**src/rtl/frpm_pkg.sv**
```systemverilog
// Package with the shared types and constants of the front/rear plate matcher.
package frpm_pkg;

   localparam logic [7:0] UNKNOWN_MARK = 8'h2A;
   localparam logic [7:0] MAX_AGE_RESET = 8'd15;
   localparam logic [7:0] NO_COLOR_RESET = 8'd11;

   localparam logic [7:0] REG_MAX_AGE = 8'd0;
   localparam logic [7:0] REG_NO_COLOR = 8'd1;

   localparam logic [1:0] STATUS_NONE = 2'd0;
   localparam logic [1:0] STATUS_PLATE = 2'd1;
   localparam logic [1:0] STATUS_ALARM = 2'd2;

   localparam logic CMD_STORE = 1'b0;
   localparam logic CMD_MATCH = 1'b1;

   localparam logic [1:0] LANE_ONE = 2'd1;
   localparam logic [1:0] LANE_TWO = 2'd2;

   typedef struct packed {
      logic        cmd;
      logic [1:0]  lane;
      logic [63:0] plate_text;
      logic [7:0]  vehicle_type;
      logic [7:0]  color_primary;
      logic [7:0]  color_secondary;
      logic [31:0] capture_time;
      logic [31:0] record_tag;
      logic [31:0] now_seconds;
   } req_type;

   typedef struct packed {
      logic [1:0]  match_status;
      logic [1:0]  found_lane;
      logic [31:0] found_tag;
      logic [31:0] found_time;
   } rsp_type;

   typedef struct packed {
      logic [63:0] plate;
      logic [7:0]  vtype;
      logic [7:0]  col1;
      logic [7:0]  col2;
      logic [31:0] ctime;
      logic [31:0] tag;
   } entry_type;

   localparam int ENTRY_W = $bits(entry_type);

   typedef enum logic [1:0] {
      OP_STORE,
      OP_DROP,
      OP_MATCH,
      OP_MISS
   } op_type;

   typedef struct packed {
      op_type  op;
      logic    sel;
      logic    unknown;
      req_type req;
   } item_type;

   typedef struct packed {
      logic     valid;
      item_type item;
   } qhead_type;

   typedef struct packed {
      logic [7:0] max_age;
      logic [7:0] no_color;
   } cfg_type;

   typedef enum logic [2:0] {
      BK_IDLE,
      BK_SRCH_RD,
      BK_SRCH_CMP,
      BK_SHIFT_RD,
      BK_SHIFT_WR,
      BK_DONE
   } bk_state_type;

endpackage

```
**src/rtl/frpm_front.sv**
```systemverilog
// Front part: accepts requests, classifies them and holds them in a short queue.
module frpm_front (
   input  logic              clock,
   input  logic              reset,
   input  logic              req_push,
   output logic              req_full,
   input  frpm_pkg::req_type req_data,
   output frpm_pkg::qhead_type qhead,
   input  logic              q_pop
);
   import frpm_pkg::*;

   item_type   slot_ff [2];
   logic       wr_ptr_ff, wr_ptr_in;
   logic       rd_ptr_ff, rd_ptr_in;
   logic [1:0] fill_ff, fill_in;
   logic       push_ok;
   logic       pop_ok;
   item_type   cls;

   always_comb begin
      cls.req = req_data;
      cls.sel = (req_data.lane == LANE_TWO);
      cls.unknown = (req_data.plate_text[7:0] == UNKNOWN_MARK);
      unique case (req_data.lane) inside
         LANE_ONE, LANE_TWO: cls.op = (req_data.cmd == CMD_STORE) ? OP_STORE : OP_MATCH;
         default:            cls.op = (req_data.cmd == CMD_STORE) ? OP_DROP : OP_MISS;
      endcase
   end

   assign req_full = (fill_ff == 2'd2);
   assign push_ok = req_push && !req_full;
   assign pop_ok = q_pop && (fill_ff != 2'd0);
   assign wr_ptr_in = wr_ptr_ff ^ push_ok;
   assign rd_ptr_in = rd_ptr_ff ^ pop_ok;
   assign fill_in = fill_ff + {1'b0, push_ok} - {1'b0, pop_ok};

   always_ff @(posedge clock) begin
      if (reset) begin
         wr_ptr_ff <= 1'b0;
         rd_ptr_ff <= 1'b0;
         fill_ff <= 2'd0;
      end else begin
         wr_ptr_ff <= wr_ptr_in;
         rd_ptr_ff <= rd_ptr_in;
         fill_ff <= fill_in;
      end
      if (push_ok) begin
         slot_ff[wr_ptr_ff] <= cls;
      end
   end

   assign qhead.valid = (fill_ff != 2'd0);
   assign qhead.item = slot_ff[rd_ptr_ff];
endmodule

```
**config.mk**
```make
export PLATFORM = sky130hd
export DESIGN_NAME = frpm_front
export DESIGN_NICKNAME = d
export VERILOG_FILES = /design/src/rtl/frpm_pkg.sv /design/src/rtl/frpm_front.sv
export SDC_FILE = /design/constraint.sdc
export NUM_CORES = 1
export LEC_CHECK = 0
export ABC_AREA = 1
export BUFFER_PORTS_ARGS = -buffer_cell sky130_fd_sc_hd__buf_2
export CAP_MARGIN = 25
export CORE_ASPECT_RATIO = 0.75
export CORE_MARGIN = 2
export CORE_UTILIZATION = 30
export DETAILED_ROUTE_END_ITERATION = 6
export PLACE_DENSITY = 0.53
export SYNTH_ARGS = -nofsm -noshare
export SYNTH_HDL_FRONTEND = slang
export SYNTH_SLANG_ARGS = --single-unit
```
**constraint.sdc**
```tcl
create_clock -name clock -period 8.6 [get_ports clock]
set_input_delay 1.72 -clock clock [delete_from_list [all_inputs] [get_ports clock]]
set_output_delay 1.72 -clock clock [all_outputs]
set_load 0.01 [all_outputs]
```
Word level (Yosys, flattened, before mapping)
Memories as Yosys holds them, arrays and structs flattened. A register that Yosys moved wholly into a read port is not among the register bits. Index checks and enable logic that the tools add are counted.

Memories: 1. Output and inout port bits: 193. Memory bits (writable): 382. Register bits after elaboration: 4.

Memories: slot_ff (words 2, bits a word 191, read ports 1, clocked after Yosys merged registers in 1, write ports 1, line frpm_front.sv:13) `item_type slot_ff [2];`.

Reductions and logical operators: 5. Add/sub/neg operators: 2. Eq/ne operators: 4. Bitwise logic cells: 2. Muxes and demuxes: 6.

Operators by type and width (number): 8-bit by 6-bit == test with 1-bit output (second input constant) (1); 2-bit 2-to-1 mux (3); 2-bit == test (second input constant) (2); 1-bit 2-to-1 mux (3); 2-bit by 1-bit adder with 2-bit output (1); 2-bit by 1-bit == test with 1-bit output (second input constant) (1); 1-bit logical AND (2); 2-bit nonzero test (1); 2-bit OR reduction (1); 2-bit by 1-bit subtractor with 2-bit output (1); 1-bit XOR (2); 1-bit zero test (1).

Logic depth before layout (Yosys ltp)
Depth in word-level cells: 5. Gate-level depth with buffers: 10. Gate-level depth less buffers: 10.

Worst setup path after synthesis
Ideal clock, no wire load.

Path kind: input to register. From: input req_push. To: memory slot_ff[1][0] (netlist bit), enable pin. Library setup time: 0.575 ns. Arrival time: 6.299 ns. Stages: 3. Setup slack: 1.726 ns. Cell sequence: o21ai_0 inv_1 ha_1.

Word-level cells in the longest chain between the ends: 3.

Ends and longest elaborated chain: start, declared (line frpm_front.sv:5) `input logic req_push,`; 1-bit logical AND (line frpm_front.sv:32) `assign push_ok = req_push && !req_full;`; 1-bit 2-to-1 mux (line frpm_front.sv:48) `if (push_ok) begin`; 1-bit 2-to-1 mux (implied by the code) (line frpm_front.sv:49) `slot_ff[wr_ptr_ff] <= cls;`; end, declared (line frpm_front.sv:13).

Every way passes these cells.

==> impl_metrics.json <==
{
  "timing.final.hold_violations": 0,
  "io_pins": 384,
  "cp_data_arrival_time_ns": 3.00,
  "timing.rr.end": "slot_ff[0][19]",
  "fin_crit_sh": 0.549,
  "die_w_um": 254,
  "path_clk_slew_ns": 0.06,
  "ant_nets": 0,
  "p_seq_frac": 0.476,
  "synth_nets": 830,
  "grt_max_degree": 71,
  "setup_viol": 0,
  "seq_area_frac_synth": 0.817,
  "netlist_area_sq_um": 14100,
  "synth_warnings": 0,
  "antenna_found_initial": 3,
  "crit_type": "flip-flop to primary output",
  "row_count": 68,
  "grt_util_all_layers": 0.117,
  "placed_cells": 1632,
  "core_region_area_sq_um": 46100,
  "critPathSlowestCell": "dfxtp_4",
  "gp_congestion": 0.744,
  "hold_class": "flip-flop to flip-flop",
  "busiest_layer": "met2",
  "grt_setup_unrepaired": "no",
  "pwr-share-comb": 0.232,
  "initial_core_util": 0.305,
  "syn_to_final_growth_pct": 26.5,
  "regArea_sq_um": 11500,
  "die_area_sq_um": 48600,
  "drv_cap": 0,
  "endpoint_kind": "primary output",
  "grt_pass1_vias": 7462,
  "final_nets": 1239,
  "synth_area_leader_cell": "edfxtp_1",
  "holdPathStages": 4,
  "synthDominantCellAreaShare": 0.811,
  "first_pass_iters": 4,
  "grt_overflow": 0,
  "worstPathRequired_ns": 6.88,
  "grt_first_pass_wirelength_mm": 43.0,
  "multi_input_area_sq_um": 2320,
  "critPathLaunch": "rd_ptr_ff",
  "numPortBuffers": 383,
  "post_synth_inst_count": 634,
  "clock_skew_ns": 0.00762,
  "dpl.hpwl_mm": 19.3,
  "met2_usage": 0.183,
  "slew_viol_final": 0,
  "htreeDepth": 2,
  "start_kind": "flip-flop",
  "clock_latency_ns": 0.52,
  "cts_inserted_buffers": 39,
  "avgSynthCellArea_sq_um": 22.2,
  "fin_util": 0.386,
  "swShare": 0.272,
  "cts_resized": 0,
  "routedWlPerCell_um": 17.5,
  "clock-sinks": 384,
  "met3_usage": 0.0451,
  "cp_cell_sequence": "buf_4 -> mux2_2 -> buf_2",
  "outcome": "finished, final reports clean",
  "cts-hold-fix-buffers": 0,
  "final_cell_mix": "buf_2 (383), edfxtp_1 (380), mux2_2 (190), clkbuf_16 (41), clkbuf_1 (17)",
  "drt_wl_total_mm": 29.8,
  "r2r-start": "fill_ff[1]",
  "clkPwrFrac": 0.292,
  "drcViolationCount": 0,
  "hold_end": "rd_ptr_ff",
  "internal_power_w": 0.00386,
  "r2r_slack_ns": 5.73,
  "clockBufferDepth": 3,
  "power.density_nw_per_um2": 298,
  "final_common_cell": "buf_2",
  "p_leak_nw": 6.51,
  "critPathMaxStageDelay_ns": 0.89,
  "slew_headroom": 0.330,
  "fmax_mhz": 212,
  "period_needed_ns": 4.72,
  "met1_usage": 0.151,
  "drt_iter0_drc": 298,
  "n_antenna_cell": 0,
  "ys_top_cells_by_area": "edfxtp_1 (81%), mux2_2 (15%), buf_6 (1.6%), dfxtp_1 (0.57%), ha_1 (0.44%)",
  "vias_per_cell": 4.25,
  "die_h_um": 192,
  "p_switching_w": 0.00145,
  "worstHoldStart": "fill_ff[1]",
  "rr_worst_depth": 5,
  "tightest_slew_ns": 1.00,
  "ir_worst_vdd_mv": 0.146,
  "root_buffer": "clkbuf_16",
  "drive_gt1_frac": 0.586,
  "synthDistinctLibCells": 14,
  "ys_ff_latch": 384,
  "num_vias": 7233,
  "cts_setup_buffers": 0,
  "fillerInstances": 4369,
  "path_max_fanout": 68,
  "fin_setup_tns_ns": 0,
  "cts_tree": "done",
  "stdcell_count": 1703
}
-- worst max-delay path: cells and delay by family, from the launching register on --
family                 cells  cell delay, ns
buffers and inverters      2            1.00
DFF                        1            0.89
muxes                      1            0.43
-- per-stage QoR --
stage          instance area [sq um]  hold slack (ns)  setup slack, ns  power [W]
6_report                       17800            0.626             3.88    0.00531
5_1_grt                        17800            0.670             3.66    0.00558
4_1_cts                        17800            0.618             3.82    0.00541
3_5_place_dp                   16600            0.607             4.32    0.00383
3_3_place_gp                   16600            0.596             4.24    0.00382
2_1_floorplan                  14100            0.532             1.73    0.00339
-- synth_stat cells --
cell type	instances
edfxtp_1	380
mux2_2	190
buf_6	20
inv_1	11
nor2_1	11
ha_1	5
nand2_1	5
dfxtp_1	4
nand3_1	3
a21oi_1	1
buf_2	1
buf_4	1
nand3b_1	1
o21ai_0	1
-- worst max-delay path by stage --
stage	to	slack, ns	cells after the start
5_1_grt	qhead[36]	3.66	3
3_5_place_dp	slot_ff[0][32]	4.32	5
2_1_floorplan	slot_ff[1][0]	1.73	3
3_3_place_gp	slot_ff[1][33]	4.24	5
4_1_cts	qhead[73]	3.82	3
6_report	qhead[13]	3.88	3
-- state kept, by name (all words and copies together), names as in the netlist --
signal and cells:
wr_ptr_ff 1, fill_ff 2, slot_ff 380, rd_ptr_ff 1
-- final cells by class --
class,count,area share
clock inverters,12,0.00316
multi-input cells,217,0.130
well taps,630,0.0443
inverters,11,0.00232
clock buffers,59,0.0620
flip-flops and latches,384,0.646
repair buffers,390,0.112
-- power by group through the flow --
| stage | logic [W] | registers [W] | clock network, W |
|---|---|---|---|
| 5_1_grt | 0.00134 | 0.00256 | 0.00168 |
| 4_1_cts | 0.00127 | 0.00253 | 0.00161 |
| 2_1_floorplan | 0.000810 | 0.00258 | 0 |
| 6_report | 0.00123 | 0.00253 | 0.00155 |
| 3_3_place_gp | 0.00126 | 0.00256 | 0 |
| 3_5_place_dp | 0.00126 | 0.00257 | 0 |
-- metal layers --
metal / part of all wire / vias to the layer above
met3: 0.093 / 48
met1: 0.43 / 3604
met2: 0.46 / 248
li1: - / 3327
met4: 0.018 / 6
met5: 0.0013 / -
-- kinds of logic (layout without fill, tap and decap cells) --
| kind of cell | Yosys count | after routing | synth area share |
|---|---|---|---|
| compound gates | 2 | 2 | 0.000711 |
| fa+ha+maj | 5 | 5 | 0.00445 |
| buf+inv | 33 | 472 | 0.0198 |
| flops | 384 | 384 | 0.817 |
| mux | 190 | 190 | 0.152 |
| simple gates | 20 | 20 | 0.00587 |
Power figures use the tool's default switching activity.
